===== src/rtl/scf_pkg.sv =====
// ----------------------------------------------------------------------------
// scf_pkg: shared types and constants of the source character filter
// Result record passed from the front end to the back end, result kinds
// and the default sizes.
// ----------------------------------------------------------------------------
package scf_pkg;

	// default sizes
	localparam int MaxCommentDepthDefault = 15;
	localparam int CounterBitsDefault     = 32;

	// result record queue, a power of two
	localparam int QueueDepth = 4;

	// output field widths
	localparam int CharW = 8;
	localparam int KindW = 3;
	localparam int PosW  = 32;

	// result kinds
	localparam logic [KindW-1:0] KIND_CHAR        = 3'd0;
	localparam logic [KindW-1:0] KIND_END         = 3'd1;
	localparam logic [KindW-1:0] KIND_EOF_COMMENT = 3'd2;
	localparam logic [KindW-1:0] KIND_BAD_ESCAPE  = 3'd3;
	localparam logic [KindW-1:0] KIND_TOO_DEEP    = 3'd4;

	// characters of interest
	localparam logic [CharW-1:0] CH_OPEN  = 8'h28;
	localparam logic [CharW-1:0] CH_CLOSE = 8'h29;
	localparam logic [CharW-1:0] CH_BSLASH = 8'h5c;
	localparam logic [CharW-1:0] CH_LF    = 8'h0a;
	localparam logic [CharW-1:0] CH_CR    = 8'h0d;
	localparam logic [CharW-1:0] CH_SPACE = 8'h20;
	localparam logic [CharW-1:0] CH_TAB   = 8'h09;

	// results of one input byte: an optional held space, then the main result
	typedef struct packed {
		logic             has_space;
		logic [CharW-1:0] char_out;
		logic [KindW-1:0] kind;
		logic [PosW-1:0]  line_number;
		logic [PosW-1:0]  column_number;
	} scf_rec_t;

endpackage


===== src/rtl/scf_front.sv =====
// ----------------------------------------------------------------------------
// scf_front: input side of the source character filter
// Takes one byte or end mark per beat, runs the escape and comment state
// machine, keeps the line and column counters and queues a result record.
// ----------------------------------------------------------------------------
module scf_front #(
	parameter int MAX_COMMENT_DEPTH = 15,
	parameter int COUNTER_BITS      = 32
) (
	input  logic                     clk,
	input  logic                     arst_n,
	input  logic                     in_valid,
	output logic                     in_ready,
	input  logic [scf_pkg::CharW-1:0] char_in,
	input  logic                     end_of_input,
	input  logic                     q_full,
	output logic                     push,
	output scf_pkg::scf_rec_t        rec
);
	import scf_pkg::*;

	localparam int DepthW = $clog2(MAX_COMMENT_DEPTH + 1);
	localparam logic [DepthW-1:0] DepthMax = DepthW'(MAX_COMMENT_DEPTH);
	localparam logic [COUNTER_BITS-1:0] CountMax = '1;
	localparam logic [COUNTER_BITS-1:0] CountOne = COUNTER_BITS'(1);

	localparam logic [2:0] M_NORMAL  = 3'd0;
	localparam logic [2:0] M_ESCAPE  = 3'd1;
	localparam logic [2:0] M_COMMENT = 3'd2;
	localparam logic [2:0] M_CESCAPE = 3'd3;
	localparam logic [2:0] M_HALTED  = 3'd4;

	logic [2:0]              mode_q, mode_d;
	logic [DepthW-1:0]       depth_q, depth_d;
	logic                    space_q, space_d;
	logic [COUNTER_BITS-1:0] line_q, line_d, col_q, col_d;
	logic [COUNTER_BITS-1:0] line_inc, col_inc;
	logic                    emit, accept, white;

	assign in_ready = !q_full;
	assign accept   = in_valid && in_ready;
	assign push     = accept && emit;

	// saturating increments
	assign line_inc = (line_q != CountMax) ? line_q + CountOne : line_q;
	assign col_inc  = (col_q != CountMax) ? col_q + CountOne : col_q;

	assign white = (char_in == CH_SPACE) || (char_in >= CH_TAB && char_in <= CH_CR);

	// next state and result of the current byte
	always_comb begin
		mode_d  = mode_q;
		depth_d = depth_q;
		space_d = space_q;
		line_d  = line_q;
		col_d   = col_q;
		emit    = 1'b0;
		rec.has_space = 1'b0;
		rec.char_out  = '0;
		rec.kind      = KIND_CHAR;
		unique case (mode_q)
			M_NORMAL: begin
				if (end_of_input) begin
					emit          = 1'b1;
					rec.has_space = space_q;
					rec.kind      = KIND_END;
					space_d       = 1'b0;
				end else begin
					if (char_in == CH_LF) begin
						line_d = line_inc;
						col_d  = CountOne;
					end else begin
						col_d = col_inc;
					end
					if (white) begin
						space_d = 1'b1;
					end else if (char_in == CH_OPEN) begin
						depth_d = DepthW'(1);
						space_d = 1'b1;
						mode_d  = M_COMMENT;
					end else if (char_in == CH_BSLASH) begin
						mode_d = M_ESCAPE;
					end else begin
						emit          = 1'b1;
						rec.has_space = space_q;
						rec.char_out  = char_in;
						space_d       = 1'b0;
					end
				end
			end
			M_COMMENT: begin
				if (end_of_input) begin
					emit     = 1'b1;
					rec.kind = KIND_EOF_COMMENT;
					mode_d   = M_HALTED;
				end else begin
					if (char_in == CH_LF) begin
						line_d = line_inc;
						col_d  = CountOne;
					end else begin
						col_d = col_inc;
					end
					if (char_in == CH_OPEN) begin
						if (depth_q >= DepthMax) begin
							emit     = 1'b1;
							rec.kind = KIND_TOO_DEEP;
							mode_d   = M_HALTED;
						end else begin
							depth_d = depth_q + DepthW'(1);
						end
					end else if (char_in == CH_CLOSE) begin
						depth_d = depth_q - DepthW'(1);
						if (depth_q == DepthW'(1)) begin
							mode_d  = M_NORMAL;
							space_d = 1'b1;
						end
					end else if (char_in == CH_BSLASH) begin
						mode_d = M_CESCAPE;
					end
				end
			end
			M_ESCAPE, M_CESCAPE: begin
				if (end_of_input) begin
					emit     = 1'b1;
					rec.kind = KIND_BAD_ESCAPE;
					mode_d   = M_HALTED;
				end else if (char_in == CH_CR || char_in == CH_LF) begin
					line_d = line_inc;
					col_d  = CountOne;
					mode_d = (mode_q == M_CESCAPE) ? M_COMMENT : M_NORMAL;
				end else if (char_in == CH_BSLASH || char_in == CH_OPEN) begin
					col_d = col_inc;
					if (mode_q == M_CESCAPE) begin
						mode_d = M_COMMENT;
					end else begin
						mode_d        = M_NORMAL;
						emit          = 1'b1;
						rec.has_space = space_q;
						rec.char_out  = char_in;
						space_d       = 1'b0;
					end
				end else begin
					emit     = 1'b1;
					rec.kind = KIND_BAD_ESCAPE;
					mode_d   = M_HALTED;
				end
			end
			default: begin
				// halted: beats are taken and dropped
				mode_d = M_HALTED;
			end
		endcase
		rec.line_number   = PosW'(line_d);
		rec.column_number = PosW'(col_d);
	end

	// filter state
	always_ff @(posedge clk or negedge arst_n) begin
		if (!arst_n) begin
			mode_q  <= M_NORMAL;
			depth_q <= '0;
			space_q <= 1'b0;
			line_q  <= CountOne;
			col_q   <= CountOne;
		end else if (accept) begin
			mode_q  <= mode_d;
			depth_q <= depth_d;
			space_q <= space_d;
			line_q  <= line_d;
			col_q   <= col_d;
		end
	end

endmodule


===== src/rtl/scf_queue.sv =====
// ----------------------------------------------------------------------------
// scf_queue: result record queue
// Small register queue between front end and back end so either side can
// stall on its own.
// ----------------------------------------------------------------------------
module scf_queue (
	input  logic              clk,
	input  logic              arst_n,
	input  logic              push,
	input  scf_pkg::scf_rec_t wr_rec,
	output logic              full,
	input  logic              pop,
	output logic              not_empty,
	output scf_pkg::scf_rec_t rd_rec
);
	import scf_pkg::*;

	localparam int PtrW = $clog2(QueueDepth);
	localparam int CntW = $clog2(QueueDepth + 1);

	scf_rec_t          entry_q [QueueDepth];
	logic [PtrW-1:0]   wr_ptr_q, rd_ptr_q;
	logic [CntW-1:0]   count_q;

	assign full      = (count_q == CntW'(QueueDepth));
	assign not_empty = (count_q != '0);
	assign rd_rec    = entry_q[rd_ptr_q];

	// entry storage
	always_ff @(posedge clk) begin
		if (push) begin
			entry_q[wr_ptr_q] <= wr_rec;
		end
	end

	// pointers and fill count
	always_ff @(posedge clk or negedge arst_n) begin
		if (!arst_n) begin
			wr_ptr_q <= '0;
			rd_ptr_q <= '0;
			count_q  <= '0;
		end else begin
			if (push) begin
				wr_ptr_q <= wr_ptr_q + PtrW'(1);
			end
			if (pop) begin
				rd_ptr_q <= rd_ptr_q + PtrW'(1);
			end
			if (push && !pop) begin
				count_q <= count_q + CntW'(1);
			end else if (pop && !push) begin
				count_q <= count_q - CntW'(1);
			end
		end
	end

endmodule


===== src/rtl/scf_back.sv =====
// ----------------------------------------------------------------------------
// scf_back: output side of the source character filter
// Expands each queued record into the held space beat, if any, and the main
// beat, through a registered output stage.
// ----------------------------------------------------------------------------
module scf_back (
	input  logic                      clk,
	input  logic                      arst_n,
	input  logic                      q_valid,
	input  scf_pkg::scf_rec_t         q_rec,
	output logic                      pop,
	output logic                      out_valid,
	input  logic                      out_ready,
	output logic [scf_pkg::CharW-1:0] char_out,
	output logic [scf_pkg::KindW-1:0] kind,
	output logic [scf_pkg::PosW-1:0]  line_number,
	output logic [scf_pkg::PosW-1:0]  column_number,
	output logic                      last
);
	import scf_pkg::*;

	logic             valid_q, space_done_q, load, space_beat;
	logic [CharW-1:0] char_q;
	logic [KindW-1:0] kind_q;
	logic [PosW-1:0]  line_q, col_q;
	logic             last_q;

	assign load       = q_valid && (!valid_q || out_ready);
	assign space_beat = q_rec.has_space && !space_done_q;
	assign pop        = load && !space_beat;

	assign out_valid     = valid_q;
	assign char_out      = char_q;
	assign kind          = kind_q;
	assign line_number   = line_q;
	assign column_number = col_q;
	assign last          = last_q;

	// output register control
	always_ff @(posedge clk or negedge arst_n) begin
		if (!arst_n) begin
			valid_q      <= 1'b0;
			space_done_q <= 1'b0;
		end else begin
			if (load) begin
				valid_q      <= 1'b1;
				space_done_q <= space_beat;
			end else if (out_ready) begin
				valid_q <= 1'b0;
			end
		end
	end

	// output beat payload
	always_ff @(posedge clk) begin
		if (load) begin
			char_q <= space_beat ? CH_SPACE : q_rec.char_out;
			kind_q <= space_beat ? KIND_CHAR : q_rec.kind;
			line_q <= q_rec.line_number;
			col_q  <= q_rec.column_number;
			last_q <= !space_beat;
		end
	end

endmodule


===== src/rtl/source_char_filter.sv =====
// ----------------------------------------------------------------------------
// source_char_filter: source text character filter
// Collapses whitespace and nested parenthesis comments to one space, handles
// backslash escapes, tracks line and column and halts on errors until reset.
//
//   port group  dir  payload
//   s_*         in   tdata[7:0] char_in, tlast end_of_input
//   m_*         out  tdata char_out/line/column, tuser kind, tlast last
//
// One input beat is taken per cycle while the result queue has room.
// An input gives zero, one or two output beats; the output register sends
// one beat per cycle while m_tready is high, so only a byte that releases
// a held space costs an extra beat. Records pass the queue, then the output
// register. Reset clears filter state, counters, queue and output stage.
// ----------------------------------------------------------------------------
module source_char_filter #(
	parameter int MAX_COMMENT_DEPTH = scf_pkg::MaxCommentDepthDefault,
	parameter int COUNTER_BITS      = scf_pkg::CounterBitsDefault
) (
	input  logic        clk,
	input  logic        arst_n,
	input  logic        s_tvalid,
	output logic        s_tready,
	input  logic [7:0]  s_tdata,   // [7:0] char_in
	input  logic        s_tlast,   // end_of_input
	output logic        m_tvalid,
	input  logic        m_tready,
	output logic [71:0] m_tdata,   // [7:0] char_out, [39:8] line_number, [71:40] column_number
	output logic [2:0]  m_tuser,   // [2:0] kind
	output logic        m_tlast    // last
);
	import scf_pkg::*;

	logic             push, q_full, pop, q_valid;
	scf_rec_t         wr_rec, rd_rec;
	logic [CharW-1:0] char_out;
	logic [PosW-1:0]  line_number, column_number;

	// front end: classify and count
	scf_front #(
		.MAX_COMMENT_DEPTH(MAX_COMMENT_DEPTH),
		.COUNTER_BITS(COUNTER_BITS)
	) u_front (
		.clk(clk),
		.arst_n(arst_n),
		.in_valid(s_tvalid),
		.in_ready(s_tready),
		.char_in(s_tdata),
		.end_of_input(s_tlast),
		.q_full(q_full),
		.push(push),
		.rec(wr_rec)
	);

	// record queue
	scf_queue u_queue (
		.clk(clk),
		.arst_n(arst_n),
		.push(push),
		.wr_rec(wr_rec),
		.full(q_full),
		.pop(pop),
		.not_empty(q_valid),
		.rd_rec(rd_rec)
	);

	// back end: beat expansion
	scf_back u_back (
		.clk(clk),
		.arst_n(arst_n),
		.q_valid(q_valid),
		.q_rec(rd_rec),
		.pop(pop),
		.out_valid(m_tvalid),
		.out_ready(m_tready),
		.char_out(char_out),
		.kind(m_tuser),
		.line_number(line_number),
		.column_number(column_number),
		.last(m_tlast)
	);

	assign m_tdata = {column_number, line_number, char_out};

endmodule

===== config.mk =====
export PLATFORM = sky130hd
export DESIGN_NAME = source_char_filter
export DESIGN_NICKNAME = d
export VERILOG_FILES = /design/src/rtl/scf_pkg.sv /design/src/rtl/scf_front.sv /design/src/rtl/scf_queue.sv /design/src/rtl/scf_back.sv /design/src/rtl/source_char_filter.sv
export SDC_FILE = /design/constraint.sdc
export NUM_CORES = 1
export LEC_CHECK = 0
export BUFFER_PORTS_ARGS = -buffer_cell sky130_fd_sc_hd__buf_2
export CAP_MARGIN = 20
export CORE_MARGIN = 3
export CORE_UTILIZATION = 45
export CTS_BUF_LIST = sky130_fd_sc_hd__clkbuf_8
export DETAILED_ROUTE_END_ITERATION = 8
export SETUP_SLACK_MARGIN = 0.5
export SLEW_MARGIN = 5
export SYNTH_ARGS = -nofsm -noshare
export SYNTH_HDL_FRONTEND = slang
export SYNTH_HIERARCHICAL = 1
export SYNTH_SLANG_ARGS = --single-unit

===== constraint.sdc =====
create_clock -name clk -period 3.85 [get_ports clk]
set_input_delay 0.5775 -clock clk [delete_from_list [all_inputs] [get_ports clk]]
set_output_delay 0.5775 -clock clk [all_outputs]
set_load 0.01 [all_outputs]

==> results.tsv <==
stage	metric	value	unit
die	Die Area	48200	um2
cells_and_area	share of layout cells above drive strength 1	0.236	
synthesis	post-synthesis net count	1404	
critical_path	r2r setup slk	0.69	ns
power_and_ir_drop	total power	9.61	mW
power_and_ir_drop	Leak	7.59	nW
sta	Final Setup Violations	0	
global_route	routing usage on met2	0.342	
cells_and_area	fillcell total	3713	
synthesis	cells after synthesis	1380	
synthesis	Simple-Gate Fraction of Synth Area	0.105	
clocking	setup repair bufs after CTS	0	
sta	final hold vios	0	
routing	vias per cell	5.86	
run_status	outcome	finished clean	
critical_path	arrival time at the worst endpoint	3.57	ns
routing	DRC viols	0	
sta	share of the clock period used by the worst path	0.820	
cells_and_area	fin nets	1540	
sta	fin crit period	3.16	ns
synthesis	post-synthesis compound-gate area fraction	0.0864	
critical_path	Startpoint Class	register	
synthesis	Synth Warn #	6	
critical_path	critical path class	reg2reg	
cells_and_area	diode count	0	
clocking	H-tree depth	3	
sta	Slew Limit Fails	0	
sta	RSZ-0062 raised after global routing	no	
global_route	met3 Usage GRT	0.0379	
die	die height	219	um
clocking	Root Buffer Master	clkbuf_8	
synthesis	top cells by area, synth	edfxtp_1, dfrtp_1, mux4_2, xnor2_1, nand2_1	
power_and_ir_drop	PD cells	412	nW/um2
synthesis	most area-hungry cell type in the Yosys netlist	edfxtp_1	
sta	worst clock skew	0.0258	ns
cells_and_area	Register Area	13400	um2
place	post-placement setup slack	0.586	ns
synthesis	Post-Synth Adder-Cell Area	0.00708	
synthesis	Async S/R FF share, synth	0.176	
die	IO Count	91	
cells_and_area	Area Growth Syn to Fin	13.8	%
clocking	Clock Tree Buf Depth	3	
synthesis	Yosys cell types	100	
sta	FMAX	317	MHz
die	Die Width	219	um
global_route	pin count of the biggest net entering global routing	78	
synthesis	Post-Syn Area per Cell	14.9	um2
synthesis	synthesized cell area	20500	um2
clocking	clock slew at reported path FFs	0.06	ns
routing	final wirelength	49200	um
synthesis	post-synthesis xor/xnor area fraction	0.0295	
die	num rows	77	
critical_path	endpoint type of the worst setup path	register	
routing	drt wl/cell	22.7	um
die	core area	44600	um2
critical_path	CP required	4.27	ns
place	DP HPWL	31100	um
routing	total number of vias	12700	
global_route	GRT met1 Usage	0.285	
routing	Iteration-0 DRC Markers	1171	
cells_and_area	Multi-input gate area	6590	um2
synthesis	top_reg_cell synth	edfxtp_1	
job	max cap viols	0	
routing	1st-pass router iterations	7	
synthesis	post-synthesis mux area share	0.0913	
global_route	total track usage	0.209	
global_route	number of global-route vias before repair	13000	
clocking	total CTS buffers	77	
place	RePlAce Congestion	0.921	
global_route	gr ovfl total	0	
synthesis	Synth top area share	0.557	
sta	Least-Margin Pin Slew	1.08	ns
critical_path	critical path fanouts, max	19	
clocking	CTS tree	done	
global_route	Most Used Layer, Global Route	met2	
place	port buffer count	90	
synthesis	flops & latches, synth	461	
synthesis	largest family of logic cells by synthesized area	simple AND/OR/NAND/NOR gates	
clocking	Clock Latency Late Sink	0.65	ns
power_and_ir_drop	VDD IR max	0.259	mV
hold_path	HP Class	in2reg	
global_route	initial antenna violation count	0	
sta	Rel. slew slack	0.280	
synthesis	register area share after synthesis	0.655	
sta	Setup WS post-layout	0.693	ns
die	Initial Utilization	0.460	
clocking	clock sinks	461	
global_route	first-pass GRT wire length	77000	um
sta	setup TNS	0	ns
routing	antenna viol nets, final	0	
synthesis	number of flops mapped to enable cells by yosys	380	
[sequential cells by signal (all words and copies together) (netlist names), 4 cells and up]
name / count
u_back/line_number: 32
u_front/depth_q: 4
u_front/line_q: 32
u_back/char_out: 8
u_queue/entry_q: 304
u_front/col_q: 32
u_back/column_number: 32
[metal layers]
layer | vias up | routed length, um
met5 | - | 0
met4 | 0 | 1060
met3 | 82 | 2950
met2 | 464 | 23900
met1 | 6456 | 21300
li1 | 5709 | -
[per-stage QoR]
| stage | area (um2) | instances | util | hold slack, ns |
|---|---|---|---|---|
| floorplan | 20500 | 1380 | - | 0.282 |
| global placement | 21800 | 2027 | 0.488 | 0.480 |
| detailed placement | 21800 | 2027 | 0.488 | 0.489 |
| CTS | 23300 | 2168 | 0.522 | 0.0940 |
| global route | 23300 | 2170 | 0.523 | 0.196 |
| finish | 23300 | 2170 | 0.523 | 0.233 |
[final cells by class]
class | count | area share
Multi-Input combinational cell | 815 | 0.282
Inverter | 19 | 0.00311
Sequential cell | 461 | 0.577
Clock buffer | 80 | 0.0472
Tap cell | 592 | 0.0318
Clock inverter | 61 | 0.0166
Timing Repair Buffer | 142 | 0.0425
[report_power, final]
group	leakage (nW)	switching [mW]	internal, mW
Combinational	2.61	0.0762	0.0291
Clock	0.871	1.94	2.22
Sequential	4.10	0.00806	5.34
[cells by family after synthesis]
| family | Yosys count |
|---|---|
| xor+xnor | 69 |
| compound gates | 257 |
| mux | 91 |
| fa+ha+maj | 11 |
| flops | 461 |
| buf+inv | 104 |
| simple gates | 387 |
[final timing paths]
| path | startpoint | to | cells past startpoint |
|---|---|---|---|
| worst max-delay path | u_front/col_q[0] | u_queue/entry_q[1][29] | 7 |
| max in group asynchronous | arst_n | u_front/line_q[0] | 4 |
| worst min register to register | u_queue/count_q[2] | u_queue/count_q[2] | 1 |
| worst max register to register | u_front/col_q[0] | u_queue/entry_q[1][29] | 7 |
| min in group asynchronous | arst_n | u_front/col_q[4] | 2 |
| worst min-delay path | m_tready | u_back/out_valid | 3 |
[what timing repair did]
action,CTS,global route
endpoints found under the hold margin,0,16
hold buffers,0,1
endpoints found under the setup margin,0,12
resized for setup,0,3
[placed cells by master, fill, tap and decap left out, drive strengths merged, types with 5 or more instances in the layout]
cell type / n
o31ai: 21
and4: 12
dfrtp: 79
a21o: 7
nor3: 24
nand4: 31
and3: 27
or3: 8
nand2: 103
a31oi: 32
o211ai: 12
inv: 53
nor4: 11
nand3: 41
a41oi: 9
nand2b: 10
clkinv: 20
edfxtp: 380
xnor2: 51
clkbuf: 80
a211oi: 8
and2: 35
buf: 141
mux2i: 10
ha: 10
o21ai: 58
mux4: 76
a21oi: 53
xor2: 18
nor2: 59
mux2: 5
[cell usage after synthesis (9+ instances only)]
library cell and count:
inv_1 18, edfxtp_1 380, mux2i_1 10, nor3_1 19, clkbuf_1 43, xor2_1 18
and2_4 9, nand4_1 31, nor4_1 9, a21oi_1 51, nand3_1 40, and2_1 24
and4_1 12, o31ai_1 21, o21ai_0 53, xnor2_1 51, buf_2 26, nand2_1 101
dfrtp_1 79, and3_1 27, mux4_2 76, nor2_1 59, ha_1 10, a31oi_1 30
o211ai_1 12
[worst max-delay path, cell delays in order (launching register included)]
cell and delay (ns):
dfstp_2 0.60, ha_1 0.25, nand3_1 0.17, nor4_2 0.55, a31oi_2 0.51, nand4_1 0.35
a22oi_1 0.16, a31oi_1 0.34
Note: power is estimated with default switching activity, not from simulation.
